==> src/hdl/hcbp_pkg.sv <==
// Shared types and constants for the Huffman code bit packer.
package hcbp_pkg;

    localparam int SYMBOL_COUNT  = 256;
    localparam int WORD_BITS     = 32;
    localparam int LEN_BITS      = 6;
    localparam int BYTE_BITS     = 8;
    localparam int MAX_CODE_LEN  = 32;
    localparam int CODE_CAP      = (MAX_CODE_LEN < WORD_BITS) ? MAX_CODE_LEN : WORD_BITS;
    localparam logic [LEN_BITS-1:0] CODE_CAP_LEN = LEN_BITS'(CODE_CAP);
    localparam int ENTRY_BITS    = WORD_BITS + LEN_BITS;
    localparam int QUEUE_DEPTH   = 4;

    typedef enum logic [1:0] {
        OP_LOAD   = 2'd0,
        OP_ENCODE = 2'd1,
        OP_FLUSH  = 2'd2
    } hcbp_op_t;

    typedef struct packed {
        logic [1:0]           operation;
        logic [7:0]           symbol;
        logic [WORD_BITS-1:0] code_word;
        logic [LEN_BITS-1:0]  code_length;
    } hcbp_in_t;

    typedef struct packed {
        logic [BYTE_BITS-1:0] packed_byte;
        logic                 last_of_run;
        logic [31:0]          byte_total;
    } hcbp_out_t;

    // Work handed from the front end to the packer.
    typedef struct packed {
        logic                 flush;
        logic [WORD_BITS-1:0] word;
        logic [LEN_BITS-1:0]  len;
    } hcbp_cmd_t;

    typedef enum logic {
        BK_IDLE,
        BK_ENCODE
    } hcbp_bk_state_t;

endpackage

==> src/hdl/hcbp_back.sv <==
// Back end: packs code bits into bytes, one byte step per cycle while the output register is free.
module hcbp_back (
    input  logic                clk,
    input  logic                rst_n,
    input  logic                head_valid,
    input  hcbp_pkg::hcbp_cmd_t head,
    output logic                pop,
    output logic                result_valid,
    input  logic                result_stall,
    output hcbp_pkg::hcbp_out_t result
);

    hcbp_pkg::hcbp_bk_state_t state_reg;
    hcbp_pkg::hcbp_bk_state_t state_next;

    logic [hcbp_pkg::WORD_BITS-1:0] word_reg;
    logic [hcbp_pkg::LEN_BITS-1:0]  rem_reg;
    logic [7:0]                     acc_reg;
    logic [2:0]                     fill_reg;
    logic [31:0]                    count_reg;
    logic                           out_valid_reg;
    hcbp_pkg::hcbp_out_t            out_reg;

    logic                           out_free;
    logic                           do_step;
    logic                           do_flush;
    logic                           emit;
    logic [7:0]                     emit_byte;
    logic                           emit_last;
    logic [hcbp_pkg::WORD_BITS-1:0] cur_word;
    logic [hcbp_pkg::LEN_BITS-1:0]  cur_rem;
    logic [3:0]                     space;
    logic [3:0]                     take;
    logic [hcbp_pkg::WORD_BITS-1:0] shifted;
    logic [7:0]                     chunk;
    logic [7:0]                     acc_new;
    logic [3:0]                     fill_sum;
    logic [hcbp_pkg::LEN_BITS-1:0]  rem_after;
    logic [31:0]                    count_inc;

    assign out_free = !out_valid_reg || !result_stall;

    // one step: move up to the free bit positions from the code into the byte
    always_comb
    begin
        cur_word = (state_reg == hcbp_pkg::BK_IDLE) ? head.word : word_reg;
        cur_rem  = (state_reg == hcbp_pkg::BK_IDLE) ? head.len  : rem_reg;
        space    = 4'd8 - {1'b0, fill_reg};
        take     = (cur_rem < {2'b00, space}) ? cur_rem[3:0] : space;
        rem_after = cur_rem - {2'b00, take};
        shifted  = cur_word >> rem_after;
        chunk    = shifted[7:0] & (8'hFF >> (4'd8 - take));
        acc_new  = acc_reg | (chunk << (space - take));
        fill_sum = {1'b0, fill_reg} + take;
        count_inc = (count_reg == '1) ? count_reg : count_reg + 32'd1;
    end

    always_comb
    begin
        state_next = state_reg;
        unique case (state_reg)
            hcbp_pkg::BK_IDLE:
            begin
                if (head_valid && out_free && !head.flush && (rem_after != '0))
                begin
                    state_next = hcbp_pkg::BK_ENCODE;
                end
            end
            hcbp_pkg::BK_ENCODE:
            begin
                if (out_free && (rem_after == '0))
                begin
                    state_next = hcbp_pkg::BK_IDLE;
                end
            end
            default:
            begin
                state_next = hcbp_pkg::BK_IDLE;
            end
        endcase
    end

    always_comb
    begin
        pop      = 1'b0;
        do_step  = 1'b0;
        do_flush = 1'b0;
        unique case (state_reg)
            hcbp_pkg::BK_IDLE:
            begin
                pop      = head_valid && out_free;
                do_step  = pop && !head.flush;
                do_flush = pop && head.flush;
            end
            hcbp_pkg::BK_ENCODE:
            begin
                do_step = out_free;
            end
            default:
            begin
                pop = 1'b0;
            end
        endcase
        emit      = 1'b0;
        emit_byte = acc_new;
        // no further byte once fewer than eight code bits remain
        emit_last = (rem_after < 6'd8);
        if (do_step && (fill_sum == 4'd8))
        begin
            emit = 1'b1;
        end
        else if (do_flush && (fill_reg != '0))
        begin
            emit      = 1'b1;
            emit_byte = acc_reg;
            emit_last = 1'b1;
        end
    end

    always_ff @(posedge clk or negedge rst_n)
    begin
        if (!rst_n)
        begin
            state_reg     <= hcbp_pkg::BK_IDLE;
            acc_reg       <= '0;
            fill_reg      <= '0;
            count_reg     <= '0;
            out_valid_reg <= 1'b0;
        end
        else
        begin
            state_reg <= state_next;
            if (emit)
            begin
                acc_reg   <= '0;
                fill_reg  <= '0;
                count_reg <= count_inc;
            end
            else if (do_step)
            begin
                acc_reg  <= acc_new;
                fill_reg <= fill_sum[2:0];
            end
            if (emit)
            begin
                out_valid_reg <= 1'b1;
            end
            else if (!result_stall)
            begin
                out_valid_reg <= 1'b0;
            end
        end
    end

    always_ff @(posedge clk)
    begin
        if (do_step)
        begin
            word_reg <= cur_word;
            rem_reg  <= rem_after;
        end
        if (emit)
        begin
            out_reg.packed_byte <= emit_byte;
            out_reg.last_of_run <= emit_last;
            out_reg.byte_total  <= count_inc;
        end
    end

    assign result_valid = out_valid_reg;
    assign result       = out_reg;

endmodule

==> config.mk <==
export PLATFORM = sky130hd
export DESIGN_NAME = hcbp_back
export DESIGN_NICKNAME = d
export VERILOG_FILES = /design/src/hdl/hcbp_pkg.sv /design/src/hdl/hcbp_back.sv
export SDC_FILE = /design/constraint.sdc
export NUM_CORES = 1
export LEC_CHECK = 0
export BUFFER_PORTS_ARGS = -buffer_cell sky130_fd_sc_hd__buf_2
export CAP_MARGIN = 40
export CORE_MARGIN = 5
export CORE_UTILIZATION = 35
export CTS_BUF_LIST = sky130_fd_sc_hd__clkbuf_2
export DETAILED_ROUTE_END_ITERATION = 8
export GPL_TIMING_DRIVEN = 0
export SLEW_MARGIN = 20
export SYNTH_ARGS = -nofsm -noshare
export SYNTH_HDL_FRONTEND = slang
export SYNTH_SLANG_ARGS = --single-unit
==> constraint.sdc <==
create_clock -name clk -period 7.6 [get_ports clk]
set_input_delay 0.38 -clock clk [delete_from_list [all_inputs] [get_ports clk]]
set_output_delay 0.38 -clock clk [all_outputs]
set_load 0.02 [all_outputs]
==> flow_metrics.env <==
export IMPL_antenna_found_initial=1
export IMPL_synth_edf_count=79
export IMPL_place_inst=1181
export IMPL_antenna_left=0
export IMPL_grt_pass1_wl_mm=36.6
export IMPL_period_share=0.931
export IMPL_largest_reg_flops=41
export IMPL_slew_headroom=0.416
export IMPL_syn_cell_area_um2=8410
export IMPL_min_path_type="in -> async"
export IMPL_fin_nets=976
export IMPL_synth_xor_area_share=0.0729
export IMPL_worstMarginPinSlew_ns=0.865
export IMPL_end_kind="register"
export IMPL_fill_cells=2296
export IMPL_rsz0062_at_grt="false"
export IMPL_ys_warn_count=0
export IMPL_syn2layout_area_growth_pct=18.1
export IMPL_ys_async_sr_fraction=0.363
export IMPL_drc=0
export IMPL_cts_tree="done"
export IMPL_worstPathMaxFanout=10
export IMPL_coreArea_um2=23500
export IMPL_critPathKind="reg -> reg"
export IMPL_placement_rows=56
export IMPL_start_util=0.357
export IMPL_grt_max_degree=36
export IMPL_timing_fmax_mhz=141
export IMPL_root_buffer="clkbuf_2"
export IMPL_route_detailed_wl_per_inst_um=18.3
export IMPL_ys_flop_type="edfxtp_1"
export IMPL_die_area_um2=27200
export IMPL_muxShareOfSynthArea=0.183
export IMPL_drt_initial_drc_count=504
export IMPL_worstPathArrival_ns=7.54
export IMPL_synthAdderAreaFrac=0.0268
export IMPL_overflow=0
export IMPL_syn_mean_instance_area_um2=10.9
export IMPL_clock_latency_ns=0.69
export IMPL_synthSimpleGateAreaFrac=0.144
export IMPL_gr_usage_all_layers=0.172
export IMPL_path_clk_slew_ns=0.21
export IMPL_cap_violations=0
export IMPL_finalWorstSetupSlack_ns=0.522
export IMPL_period_needed_ns=7.08
export IMPL_dieHeight_um=165
export IMPL_hold_violations=0
export IMPL_finClkSkew_ns=0.0310
export IMPL_final_max_slew_viol_count=0
export IMPL_synthCells=773
export IMPL_place_gp_congestion=0.978
export IMPL_synthDistinctLibCells=77
export IMPL_cts_sinks=124
export IMPL_yosysSeqAreaShare=0.416
export IMPL_cts_buffer_depth=2
export IMPL_run_status="finished clean"
export IMPL_io_buffers=85
export IMPL_synth_compound_area_frac=0.123
export IMPL_ys_ff_latch=124
export IMPL_post_cts_buffers=0
export IMPL_cp_required_ns=8.07
export IMPL_synth_top_family_by_area="multiplexers"
export IMPL_htreeDepth=4
export IMPL_dp_hpwl_mm=17.3
export IMPL_viasPerCell=5.46
export IMPL_finalSetupTns_ns=0
export IMPL_grt_pass1_vias=6736
export IMPL_final_cells=1248
export IMPL_drt_first_pass_iters=5
export IMPL_place_ws_ns=0.141
export IMPL_postRouteWirelength_mm=22.8
export IMPL_syn_num_nets=834
export IMPL_crit_path_start_kind="register"
export IMPL_vias=6814
export IMPL_drive_gt1_frac=0.259
export IMPL_die_w_um=165
export IMPL_cts_buffers_inserted=17
export IMPL_finalSetupViolations=0
export IMPL_ios=86
-- final cells by class --
cell class              instances  area [um^2]  share of cell area
flip-flops and latches        124         3500               0.352
clock inverters                14          160              0.0161
plain buffers                  31          145              0.0146
inverters                      36          140              0.0141
repair buffers                125          851              0.0857
multi-input cells             580         4640               0.468
diodes                          1         2.50            0.000252
well taps                     319          399              0.0402
clock buffers                  18         90.1             0.00907
-- per-stage QoR --
stage | utilization | hold slack (ns) | area [um^2]
floorplan | - | 0.0844 | 8410
global placement | 0.392 | 0.463 | 9230
finish | 0.422 | 0.145 | 9930
detailed placement | 0.395 | 0.356 | 9300
global route | 0.422 | 0.105 | 9930
CTS | 0.421 | 0.0556 | 9910
-- routing by layer --
layer / part of all wire / GRT usage
met5: 0 / 0
met4: 0.020 / 0.0510
met3: 0.052 / 0.0285
met2: 0.47 / 0.267
met1: 0.46 / 0.246
-- synth_stat cells (4+ instances only) --
cell	n	area share
edfxtp_1	79	0.28
nand2_1	73	0.033
mux2_2	50	0.067
xnor2_1	48	0.050
nor2_1	47	0.021
dfrtp_1	45	0.13
nand3_1	36	0.021
inv_1	31	0.014
mux4_2	28	0.075
mux2i_1	27	0.032
a21oi_1	26	0.015
o21ai_0	26	0.015
xor2_1	22	0.023
ha_1	18	0.027
nand4_1	17	0.013
clkbuf_1	12	0.0054
nor3_1	12	0.0071
o211ai_1	12	0.011
and2_1	11	0.0082
and3_1	11	0.0082
buf_1	10	0.0045
a31oi_1	9	0.0067
buf_2	9	0.0054
nor4_1	7	0.0052
a21o_1	6	0.0054
a211oi_1	5	0.0045
and4_1	5	0.0052
nand2b_1	5	0.0037
o2111ai_1	5	0.0052
o221ai_1	4	0.0042
o31ai_1	4	0.0036
or3_1	4	0.0030
-- kinds of logic after synthesis --
| logic type | after synthesis |
|---|---|
| and+or+nand+nor | 242 |
| AOI/OAI and AO/OA | 141 |
| DFF | 124 |
| muxes | 109 |
| xor gates and xnor gates | 70 |
| buffers and inverters | 69 |
| adders and majority gates | 18 |
-- worst paths after layout --
check                            from            end  slack, ns  cells past startpoint
min                             rst_n  count_reg[10]       0.15                      2
max in group asynchronous       rst_n  count_reg[19]       6.92                      3
min in group clk             head[38]     result[39]       0.18                      4
min reg2reg                acc_reg[0]     acc_reg[0]       0.52                      2
max                         state_reg     result[40]       0.52                     25
max reg2reg                 state_reg     result[40]       0.52                     25
-- critical path, cell delays in order (launching register included) --
cell	delay [ns]
dfrtp_1	0.39
buf_6	0.19
buf_2	0.34
buf_2	0.36
buf_2	0.38
mux2_2	0.45
ha_1	0.36
a21oi_1	0.31
a41oi_1	0.23
a21oi_4	0.31
ha_1	0.34
inv_1	0.15
ha_2	0.24
inv_1	0.11
o21ai_0	0.23
o22ai_4	0.36
nor2_4	0.11
inv_2	0.10
buf_2	0.25
buf_2	0.31
o21ai_0	0.18
mux4_2	0.52
a32oi_1	0.15
o21ai_0	0.10
o211ai_1	0.28
o21ai_0	0.11
-- layout by cell type, fill, tap and decap left out, types with 10 or more instances in the layout --
cell type	count
dfrtp_1	45
nor2_1	46
dlygate4sd3_1	36
and2_1	11
a21oi_1	25
mux2_2	50
nand2_1	73
inv_1	30
mux4_2	28
clkbuf_1	10
clkbuf_2	19
nand3_1	36
o21ai_0	26
xnor2_1	48
mux2i_1	27
xor2_1	22
ha_1	17
o211ai_1	12
buf_2	96
nor3_1	12
nand4_1	17
edfxtp_1	79
and3_1	11
-- timing repair --
action,in CTS,in global routing
hold buffers,36,0
endpoints found under the setup margin,0,16
resized for setup,0,7
endpoints found under the hold margin,79,0
Power is not shown: default switching activity piles up to over one toggle a cycle in this logic, so the estimate is an artifact.
