### config.mk
export PLATFORM = sky130hd
export DESIGN_NAME = hcbp_queue
export DESIGN_NICKNAME = d
export VERILOG_FILES = /design/src/hdl/hcbp_pkg.sv /design/src/hdl/hcbp_queue.sv
export SDC_FILE = /design/constraint.sdc
export NUM_CORES = 1
export LEC_CHECK = 0
export BUFFER_PORTS_ARGS = -buffer_cell sky130_fd_sc_hd__buf_2
export CORE_MARGIN = 4
export CORE_UTILIZATION = 57
export DETAILED_ROUTE_END_ITERATION = 10
export PLACE_DENSITY = 0.9
export SLEW_MARGIN = 10
export SYNTH_ARGS = -nofsm -noshare
export SYNTH_HDL_FRONTEND = slang
export SYNTH_SLANG_ARGS = --single-unit
### constraint.sdc
create_clock -name clk -period 3 [get_ports clk]
set_clock_uncertainty 0.15 [all_clocks]
set_input_delay 0.15 -clock clk [delete_from_list [all_inputs] [get_ports clk]]
set_output_delay 0.15 -clock clk [all_outputs]
set_load 0.1 [all_outputs]
### src/hdl/hcbp_pkg.sv
// Shared types and constants for the Huffman code bit packer.
package hcbp_pkg;

    localparam int SYMBOL_COUNT  = 256;
    localparam int WORD_BITS     = 32;
    localparam int LEN_BITS      = 6;
    localparam int BYTE_BITS     = 8;
    localparam int MAX_CODE_LEN  = 32;
    localparam int CODE_CAP      = (MAX_CODE_LEN < WORD_BITS) ? MAX_CODE_LEN : WORD_BITS;
    localparam logic [LEN_BITS-1:0] CODE_CAP_LEN = LEN_BITS'(CODE_CAP);
    localparam int ENTRY_BITS    = WORD_BITS + LEN_BITS;
    localparam int QUEUE_DEPTH   = 4;

    typedef enum logic [1:0] {
        OP_LOAD   = 2'd0,
        OP_ENCODE = 2'd1,
        OP_FLUSH  = 2'd2
    } hcbp_op_t;

    typedef struct packed {
        logic [1:0]           operation;
        logic [7:0]           symbol;
        logic [WORD_BITS-1:0] code_word;
        logic [LEN_BITS-1:0]  code_length;
    } hcbp_in_t;

    typedef struct packed {
        logic [BYTE_BITS-1:0] packed_byte;
        logic                 last_of_run;
        logic [31:0]          byte_total;
    } hcbp_out_t;

    // Work handed from the front end to the packer.
    typedef struct packed {
        logic                 flush;
        logic [WORD_BITS-1:0] word;
        logic [LEN_BITS-1:0]  len;
    } hcbp_cmd_t;

    typedef enum logic {
        BK_IDLE,
        BK_ENCODE
    } hcbp_bk_state_t;

endpackage

### src/hdl/hcbp_queue.sv
// Short command queue between front end and packer.
module hcbp_queue (
    input  logic                clk,
    input  logic                rst_n,
    input  logic                push,
    input  hcbp_pkg::hcbp_cmd_t push_cmd,
    output logic                full,
    input  logic                pop,
    output logic                head_valid,
    output hcbp_pkg::hcbp_cmd_t head
);

    localparam int PW = $clog2(hcbp_pkg::QUEUE_DEPTH);
    localparam int CW = $clog2(hcbp_pkg::QUEUE_DEPTH + 1);

    hcbp_pkg::hcbp_cmd_t slot_reg [hcbp_pkg::QUEUE_DEPTH];
    logic [PW-1:0] wr_ptr_reg;
    logic [PW-1:0] rd_ptr_reg;
    logic [CW-1:0] count_reg;
    logic [CW-1:0] count_next;

    assign full       = (count_reg == CW'(hcbp_pkg::QUEUE_DEPTH));
    assign head_valid = (count_reg != '0);
    assign head       = slot_reg[rd_ptr_reg];

    always_comb
    begin
        count_next = count_reg;
        if (push && !pop)
        begin
            count_next = count_reg + CW'(1);
        end
        else if (pop && !push)
        begin
            count_next = count_reg - CW'(1);
        end
    end

    always_ff @(posedge clk or negedge rst_n)
    begin
        if (!rst_n)
        begin
            wr_ptr_reg <= '0;
            rd_ptr_reg <= '0;
            count_reg  <= '0;
        end
        else
        begin
            if (push)
            begin
                wr_ptr_reg <= PW'((int'(wr_ptr_reg) + 1) % hcbp_pkg::QUEUE_DEPTH);
            end
            if (pop)
            begin
                rd_ptr_reg <= PW'((int'(rd_ptr_reg) + 1) % hcbp_pkg::QUEUE_DEPTH);
            end
            count_reg <= count_next;
        end
    end

    always_ff @(posedge clk)
    begin
        if (push)
        begin
            slot_reg[wr_ptr_reg] <= push_cmd;
        end
    end

endmodule

==> results by group, run 1 <==
Floorplan
  • IO Count: 84
  • Die Span Y: 111.2 um
  • Die width: 111.2 um
  • Core ar.: between 0.01 and 0.015 mm2
  • Starting Density: roughly 59%
  • Die area: between 0.01 and 0.015 mm2
  • Row cnt: 37

Finish
  • N_diodes: 0
  • Commonest cells after routing, fill and taps aside: 156 x edfxtp_1, 83 x buf_2, 43 x dlygate4sd3_1
  • Final Core Density: ~74%
  • Layout cells sized above 1: roughly 43%
  • Leading cell type in the layout, fill and taps excluded: edfxtp_1
  • Nets: about 430
  • Area added between synthesis and finish: 27.27%
  • Final Cell Area: ~0.0077 mm2
  • Number of flip-flops in the largest register: 156

Worst setup path
  • Reg2Reg Capture Point: slot_reg[3][7]
  • Endpoint type of the worst setup path: output port
  • Crit path capture: head[9]
  • Setup crit start: rd_ptr_reg[0]
  • Critical Path RT: approximately 2.7 ns
  • Worst-path fanout max: 19
  • Crit path launch type: flip-flop
  • Worst flop-to-flop path startpoint: wr_ptr_reg[0]
  • CP arrival: roughly 2.4 ns
  • R2R depth: 3
  • R2r setup slk: between 1 and 1.5 ns
  • CP Class: reg -> out

Routing
  • Total routed wirelength: around 11000 um
  • Wire length on met3: ~660 um
  • Final ANT Viol Nets: 0
  • Drt wl/cell: ~20 um
  • DR iter-0 viols: approximately 210
  • Met2 wire len: about 5600 um
  • 1st-pass router iterations: 4
  • Top Metal Used: met4
  • Vias/cell: roughly 5.4
  • M1 WL: approximately 4300 um
  • Vias: between 2000 and 3000
  • Drc violations: 0

Clock tree
  • Clk buf depth: 2
  • Total CTS buffers: 17
  • Post-CTS resize count: 0
  • Htree depth: 4
  • Post-CTS Setup Bufs: 0
  • Total clock sinks: roughly 160
  • Clk Latency, worst-skew pair: 0.51 ns
  • CTS tree: yes
  • Clk root buf: clkbuf_8
  • Worst-path clk slew: around 0.06 ns

Timing
  • RSZ-0062 raised after global routing: no
  • Min Hold Slack: 0.2338 ns
  • Final hold violation count: 0
  • Setup Total Neg Slack: 0 ns
  • Fmax: around 370 MHz
  • Setup violators final: 0
  • Worst Tran Pin Value: ~0.65 ns
  • Final period util: 89.39%
  • Slew margin rel.: 56.82%
  • Minimum clock period: about 2.7 ns
  • Slew Limit Fails: 0

Yosys
  • Synthesized Nets: roughly 290
  • Cell count after synthesis: 238
  • Sequential cell area fraction in the yosys report: around 80%
  • Synth top area cells: edfxtp_1 77%, mux4_2 14%, dfrtp_1 2.9%, buf_12 1.3%, ha_1 1.0%
  • Area leader, netlist: edfxtp_1
  • Yosys top cell area share: slightly below 80%
  • Count of cell types in the netlist: 19
  • Mapped cell area: around 0.0061 mm2
  • Post-synthesis register bit count: ~160
  • Syn avg cell area: around 26 um2
  • Yosys warnings: 0

Run
  • Max capacitance violation total: 0

Min path
  • Hold Path Class: in -> reg
  • Min-delay src: push_cmd[37]

Placed design
  • DP Area: between 0.006 and 0.007 mm2
  • Hpwl dp: around 6300 um
  • I/O Buffers: 83
  • Final Wtd Congestion: 0.6612

Status
  • Status: finished, final reports clean

Global route
  • First-pass GRT wire length: around 17000 um
  • GRT overflow: 0
  • Largest net degree at the start of global routing: 24
  • Number of global-route vias before repair: ~3100
  • Initial antenna violation count: 0
  • All-Layer GR Usage: about a fifth
## per-layer routing
layer | global-route usage [%] | up-vias
met4 | 5.109 | 0
met1 | 24.34 | 1481
met5 | 0 | -
met3 | 6.496 | 10
li1 | - | 1292
met2 | 30.88 | 98
## per-stage QoR
step	instances	setup WS (ns)
5_1_grt	531	0.1351
4_1_cts	531	0.2129
2_1_floorplan	238	0.05278
6_report	531	0.3184
3_3_place_gp	457	0.8309
3_5_place_dp	457	0.8037
## worst max-delay path, cell delays in order (launching register included)
cell	delay, ns
dfrtp_2	0.72
buf_12	0.27
mux4_2	0.54
buf_2	0.31
## cell families (layout without fill, tap and decap cells)
logic type | count (synthesis) | in the layout | share of synthesized area [%]
AO/OA/AOI/OAI | 1 | 1 | 0.08238
multiplexers | 40 | 40 | 14.72
adder cells (fa/ha/maj) | 6 | 6 | 1.361
AND/OR/NAND/NOR | 9 | 9 | 0.8246
buffers and inverters | 13 | 170 | 2.082
XOR/XNOR | 6 | 6 | 0.8658
flip-flops | 163 | 163 | 80.07
## worst min path at each step
| stage | end | slack, ns | depth (start not counted) |
|---|---|---|---|
| floorplan | count_reg[0] | -0.30 | 0 |
| global placement | count_reg[2] | -0.16 | 1 |
| detailed placement | count_reg[2] | -0.16 | 1 |
| CTS | slot_reg[1][36] | 0.20 | 2 |
| global route | rd_ptr_reg[0] | 0.22 | 3 |
| finish | slot_reg[2][37] | 0.23 | 2 |
## area by class of cell
cell class,count,area (um2)
sequential,163,4862
fill,594,2645
multi-input combinational,62,1089
timing repair buffer,135,963.4
clock buffer,17,414.1
clock inverter,14,211.5
tap,136,170.2
inverter,4,15.01
## timing repair
action | CTS | global route
endpoints found under the setup margin | 0 | 0
endpoints found under the hold margin | 168 | 0
hold buffers | 43 | 0
## synthesized netlist by cell type, drive strengths merged
| cell | number |
|---|---|
| and2 | 4 |
| buf | 9 |
| dfrtp | 7 |
| edfxtp | 156 |
| fa | 1 |
| ha | 5 |
| inv | 4 |
| mux2 | 1 |
| mux4 | 39 |
| nand2 | 2 |
| nor2 | 1 |
| nor3b | 1 |
| o21ai | 1 |
| or3 | 1 |
| xnor2 | 2 |
| xor2 | 4 |
Power of run 1 is not shown: default switching activity piles up to over one toggle a cycle in this logic, so the estimate is an artifact.
==> run 2, diff against run 1 <==
- ABC_AREA: default -> 1
- CORE_UTILIZATION: 57 -> 58
- PLACE_DENSITY: 0.9 -> 0.91
==> run 2 against run 1 <==
- design area rose by 8.1%
- die area rose by 9.5%
- sequential share of layout area is 4.7 points lower
- global-route usage is 1.5 points higher
- area after synthesis increased by 12%
- critical path depth is 1 higher
- via count increased by 44%
- wire length rose by 21%
- non-clock buffer count unchanged
- critical endpoint is now head[28]
==> results by group, run 2 <==
Floorplan
  • Die Span Y: approximately 120 um
  • Die area: 0.01353 mm2
  • IO Count: 84
  • Starting Density: approximately three fifths
  • Row cnt: 39
  • Core ar.: roughly 0.011 mm2
  • Die width: roughly 120 um

Finish
  • Layout cells sized above 1: roughly 25%
  • Area added between synthesis and finish: 22.70%
  • Final Cell Area: approximately 0.0084 mm2
  • Nets: 680
  • Leading cell type in the layout, fill and taps excluded: edfxtp_1
  • Number of flip-flops in the largest register: roughly 160
  • Fill count: slightly above 700
  • Commonest cells after routing, fill and taps aside: 156 x edfxtp_1, 131 x nand2_1, 85 x inv_1
  • N_diodes: 0

Yosys
  • Asr flop ratio synth: 4.294%
  • Mapped cell area: ~0.0068 mm2
  • Area leader, netlist: edfxtp_1
  • Post-synth top cells: 156 x edfxtp_1, 131 x nand2_1, 90 x inv_1, 46 x o211ai_1, 32 x o211ai_2
  • Cell count after synthesis: about 500
  • Yosys warnings: 0
  • Most used DFF post-synth: edfxtp_1
  • Count leader, synth: edfxtp_1
  • Yosys top cell area share: a little under 70%
  • Post-synthesis register bit count: about 160
  • Sequential cell area fraction in the yosys report: a little under three quarters
  • Syn avg cell area: approximately 14 um2
  • Number of enable flip-flop cells after synthesis: roughly 160
  • Count of cell types in the netlist: 19
  • Synth top area cells: edfxtp_1 69%, nand2_1 7.2%, o211ai_2 5.9%, o211ai_1 5.1%, inv_1 5.0%
  • Synthesized Nets: 553

Placed design
  • Final Wtd Congestion: between 0.7 and 0.8
  • DP Worst Slack: roughly 0.95 ns
  • I/O Buffers: 83
  • DP Area: 0.007307 mm2
  • Hpwl dp: ~7700 um

Global route
  • GRT overflow: 0
  • First-pass GRT wire length: ~21000 um
  • Largest net degree at the start of global routing: between 60 and 70
  • Number of global-route vias before repair: ~4300
  • All-Layer GR Usage: around a fifth
  • Initial antenna violation count: 0

Routing
  • Final ANT Viol Nets: 0
  • 1st-pass router iterations: 5
  • Drc violations: 0
  • Vias: around 4100
  • DR iter-0 viols: 271
  • Drt wl/cell: about 17 um
  • Vias/cell: approximately 5.3
  • Total routed wirelength: about 13000 um

Timing
  • Setup violators final: 0
  • Worst Tran Pin Value: 0.6184 ns
  • Final period util: 83.19%
  • Min Hold Slack: 0.3342 ns
  • Final hold violation count: 0
  • Setup Total Neg Slack: 0 ns
  • RSZ-0062 raised after global routing: no
  • Minimum clock period: about 2.5 ns
  • Slew Limit Fails: 0
  • Fmax: 400.7 MHz
  • Final setup margin: between 0.5 and 0.6 ns
  • Slew margin rel.: about three fifths

Worst setup path
  • Crit path largest cell delay: 0.72 ns
  • Worst-path fanout max: a little under 70
  • CP arrival: 2.20 ns
  • Critical Path RT: around 2.7 ns
  • Crit path max-delay family: buffers and inverters
  • Buf+Inv Stages, Crit Path: 2
  • Crit-path cells: buf_12 -> o211ai_1 -> nand2_1 -> buf_2
  • Endpoint type of the worst setup path: output port
  • Slowest-stage cell, CP: dfrtp_4
  • CP Class: reg -> out
  • Crit path launch type: flip-flop

Clock tree
  • Total CTS buffers: 17
  • Post-CTS resize count: 0
  • Clk buf depth: 2
  • Clk Latency, worst-skew pair: approximately 0.40 ns
  • Clk root buf: clkbuf_16
  • Worst-path clk slew: about 0.060 ns
  • Total clock sinks: between 150 and 200
  • Htree depth: 4
  • CTS tree: yes

Status
  • Status: finished, final reports clean

Min path
  • Hold Path Class: in -> reg

Run
  • Max capacitance violation total: 0
==> run 2: worst paths after layout <==
check / start / to / slack, ns / cells past startpoint
min in group asynchronous: rst_n / rd_ptr_reg[0] / 0.55 / 3
hold / removal: push_cmd[26] / slot_reg[1][26] / 0.33 / 2
max in group asynchronous: rst_n / rd_ptr_reg[0] / 1.86 / 3
setup / recovery: rd_ptr_reg[0] / head[28] / 0.50 / 4
hold reg to reg: count_reg[2] / count_reg[2] / 0.34 / 2
setup reg to reg: wr_ptr_reg[0] / slot_reg[3][34] / 1.15 / 4
==> run 2: kinds of logic after synthesis <==
kind of cell / after synthesis / synth area share (%)
buffers and inverters: 117 / 8.327
DFF: 163 / 71.40
and+or+nand+nor: 135 / 7.518
xor gates and xnor gates: 4 / 0.5148
AOI/OAI and AO/OA: 79 / 11.03
adders and majority gates: 6 / 1.213
==> run 2: final cells by class <==
cell class / instances / area (um2) / share of cell area (%)
Tap cell: 143 / 178.9 / 2.142
Multi-Input combinational cell: 224 / 1380 / 16.52
Timing Repair Buffer: 135 / 975.9 / 11.69
Clock inverter: 9 / 156.4 / 1.873
Sequential cell: 163 / 4865 / 58.25
Clock buffer: 23 / 457.9 / 5.483
Inverter: 90 / 337.8 / 4.045
==> run 2: through the flow <==
| stage | instances | utilization, % |
|---|---|---|
| 6_report | 787 | 72.83 |
| 5_1_grt | 787 | 72.83 |
| 4_1_cts | 787 | 72.83 |
| 3_5_place_dp | 712 | 63.72 |
| 3_3_place_gp | 712 | 63.72 |
| 2_1_floorplan | 504 | - |
==> run 2: per-layer routing <==
metal	vias to the layer above	global-route usage (%)	part of all wire, %
met4	0	7.270	1.1
met1	2009	25.75	40
li1	1993	-	-
met2	119	34.63	54
met3	16	4.767	5.2
met5	-	0	0
==> run 2: worst reg2reg max path, stage by stage, from the launching register on <==
cell,delay [ns]
dfrtp_1,0.42
ha_1,0.17
nand2_1,0.06
inv_2,0.23
buf_4,0.45
==> run 2: timing repair <==
item,CTS,global route
setup buffers,0,0
hold buffers,43,0
endpoints found under the hold margin,167,0
setup endpoints to repair,0,0
Power of run 2 is left out for the same reason.
==> run 3, diff against run 2 <==
- CORE_UTILIZATION: 58 -> 52
- PLACE_DENSITY: 0.91 -> 0.86
- clock period: 3 -> 2.23 ns (I/O delays scaled with it)
==> run 3 against run 2 <==
- count of clock-buffer cells in the layout is 6 lower
- first-iteration DRC count is 3.0% higher
- flip-flop and latch count stayed put
- cell count is 4.2% higher
- design area is 8.3% higher
- critical path type unchanged
- critical endpoint is now head[19]
- highest routed layer unchanged
==> results by group, run 3 (synthesis results as in run 2) <==
Timing
  • Setup violators final: 0
  • Setup Total Neg Slack: 0 ns
  • Slew margin rel.: between 60% and 70%
  • Slew Limit Fails: 0
  • Minimum clock period: 2.110 ns
  • RSZ-0062 raised after global routing: no
  • Final period util: between 90% and 100%
  • Fmax: 473.9 MHz
  • Final hold violation count: 0
  • Final setup margin: between 0.1 and 0.15 ns
  • Worst Tran Pin Value: 0.4856 ns

Run
  • Max capacitance violation total: 0

Clock tree
  • Htree depth: 4
  • Clk buf depth: 2
  • CTS tree: yes
  • Clk Latency, worst-skew pair: between 0.4 and 0.5 ns
  • Post-CTS Setup Bufs: 0
  • Clk root buf: clkbuf_16
  • Worst-path clk slew: 0.06 ns
  • Total clock sinks: 163
  • Total CTS buffers: 17

Global route
  • First-pass GRT wire length: approximately 22000 um
  • All-Layer GR Usage: about a fifth
  • Initial antenna violation count: 0
  • GRT overflow: 0
  • Largest net degree at the start of global routing: just over 40
  • Number of global-route vias before repair: 4301

Worst setup path
  • CP arrival: 1.85 ns
  • Critical Path RT: between 1.5 and 2 ns
  • Crit path largest cell delay: around 0.6 ns
  • Slowest-stage cell, CP: dfrtp_2
  • CP Class: reg -> out
  • Crit-path cells: buf_4 -> o211ai_1 -> nand2_1 -> buf_12
  • Worst-path fanout max: 15
  • Crit path launch type: flip-flop
  • Endpoint type of the worst setup path: output port

Finish
  • Final cell count without fillers: between 800 and 900
  • Layout cells sized above 1: roughly 26%
  • Leading cell type in the layout, fill and taps excluded: edfxtp_1
  • Area added between synthesis and finish: 32.83%
  • N_diodes: 0
  • Number of flip-flops in the largest register: between 150 and 200
  • Commonest cells after routing, fill and taps aside: 156 x edfxtp_1, 131 x nand2_1, 85 x inv_1
  • Nets: a little under 700

Placed design
  • I/O Buffers: 83
  • Placed instance count: about 750
  • Hpwl dp: about 8400 um
  • Final Wtd Congestion: 0.7324
  • DP Worst Slack: about 0.37 ns

Floorplan
  • IO Count: 84
  • Die width: 122.4 um
  • Die area: ~0.015 mm2
  • Die Span Y: 122.4 um
  • Core ar.: ~0.013 mm2
  • Row cnt: 41
  • Starting Density: 53.50%

Routing
  • 1st-pass router iterations: 6
  • Drt wl/cell: 16.55 um
  • Final ANT Viol Nets: 0
  • Vias: 4176
  • DR iter-0 viols: between 200 and 300
  • Total routed wirelength: 13570 um
  • Drc violations: 0
  • Vias/cell: roughly 5

Min path
  • Hold Path Class: in -> reg

Status
  • Status: finished, final reports clean
## run 3: changes by cell type in the layout (fill, tap and decap cells not counted), moves of 3 or more
cell | before | now
buf_12 | 5 | 46
buf_2 | 83 | 44
clkbuf_1 | 5 | 0
clkinv_4 | 1 | 4
inv_6 | 0 | 6
## run 3: repair_timing
item | CTS | global route
setup endpoints to repair | 5 | 5
cloned | 0 | 0
resized for setup | 1 | 3
endpoints found under the hold margin | 167 | 0
hold buffers | 43 | 0
## run 3: area by class of cell
cell class / instances / area (um2)
Inverter: 90 / 337.8
Clock inverter: 15 / 192.7
Timing Repair Buffer: 139 / 1620
Sequential cell: 163 / 4865
Clock buffer: 17 / 425.4
Tap cell: 172 / 215.2
Fill cell: 845 / 3681
Multi-Input combinational cell: 224 / 1385
## run 3: per-layer routing
metal  GRT usage [%]  share of wire (%)  vias up  wire (um)
met2           35.18                 54      139       7357
met3           5.253                5.4       21        736
met1           21.70                 39     2018       5301
li1                -                  -     1998          -
met4           5.738                1.3        0        177
met5               0                  0        -          0
## run 3: metrics by stage
| stage | hold WS [ns] | cell area (um2) | util (%) |
|---|---|---|---|
| final | 0.2850 | 9041 | 71.07 |
| after global routing | 0.2883 | 9041 | 71.07 |
| after CTS | 0.2791 | 9029 | 70.97 |
| after detailed placement | -0.1866 | 7976 | 62.70 |
| after global placement | -0.1954 | 7976 | 62.70 |
| after floorplan | -0.3341 | 6812 | - |
## run 3: path summary, 6_finish.rpt
| path | cells after the start | slack, ns | endpoint | from |
|---|---|---|---|---|
| worst max-delay path | 4 | 0.12 | head[19] | rd_ptr_reg[1] |
| worst min-delay path | 2 | 0.28 | slot_reg[1][36] | push_cmd[36] |
| worst max register to register | 5 | 0.58 | slot_reg[2][16] | wr_ptr_reg[0] |
| worst min register to register | 2 | 0.35 | count_reg[2] | count_reg[2] |
| max in group asynchronous | 3 | 1.10 | rd_ptr_reg[0] | rst_n |
| min in group asynchronous | 3 | 0.52 | count_reg[0] | rst_n |
## run 3: worst max-delay path, delay by kind of cell, from the launching register on
kind | cells | cell delay, ns
AO/OA/AOI/OAI | 1 | 0.15
buffers and inverters | 2 | 0.52
flip-flops | 1 | 0.60
AND/OR/NAND/NOR | 1 | 0.16
Power of run 3 is left out for the same reason.
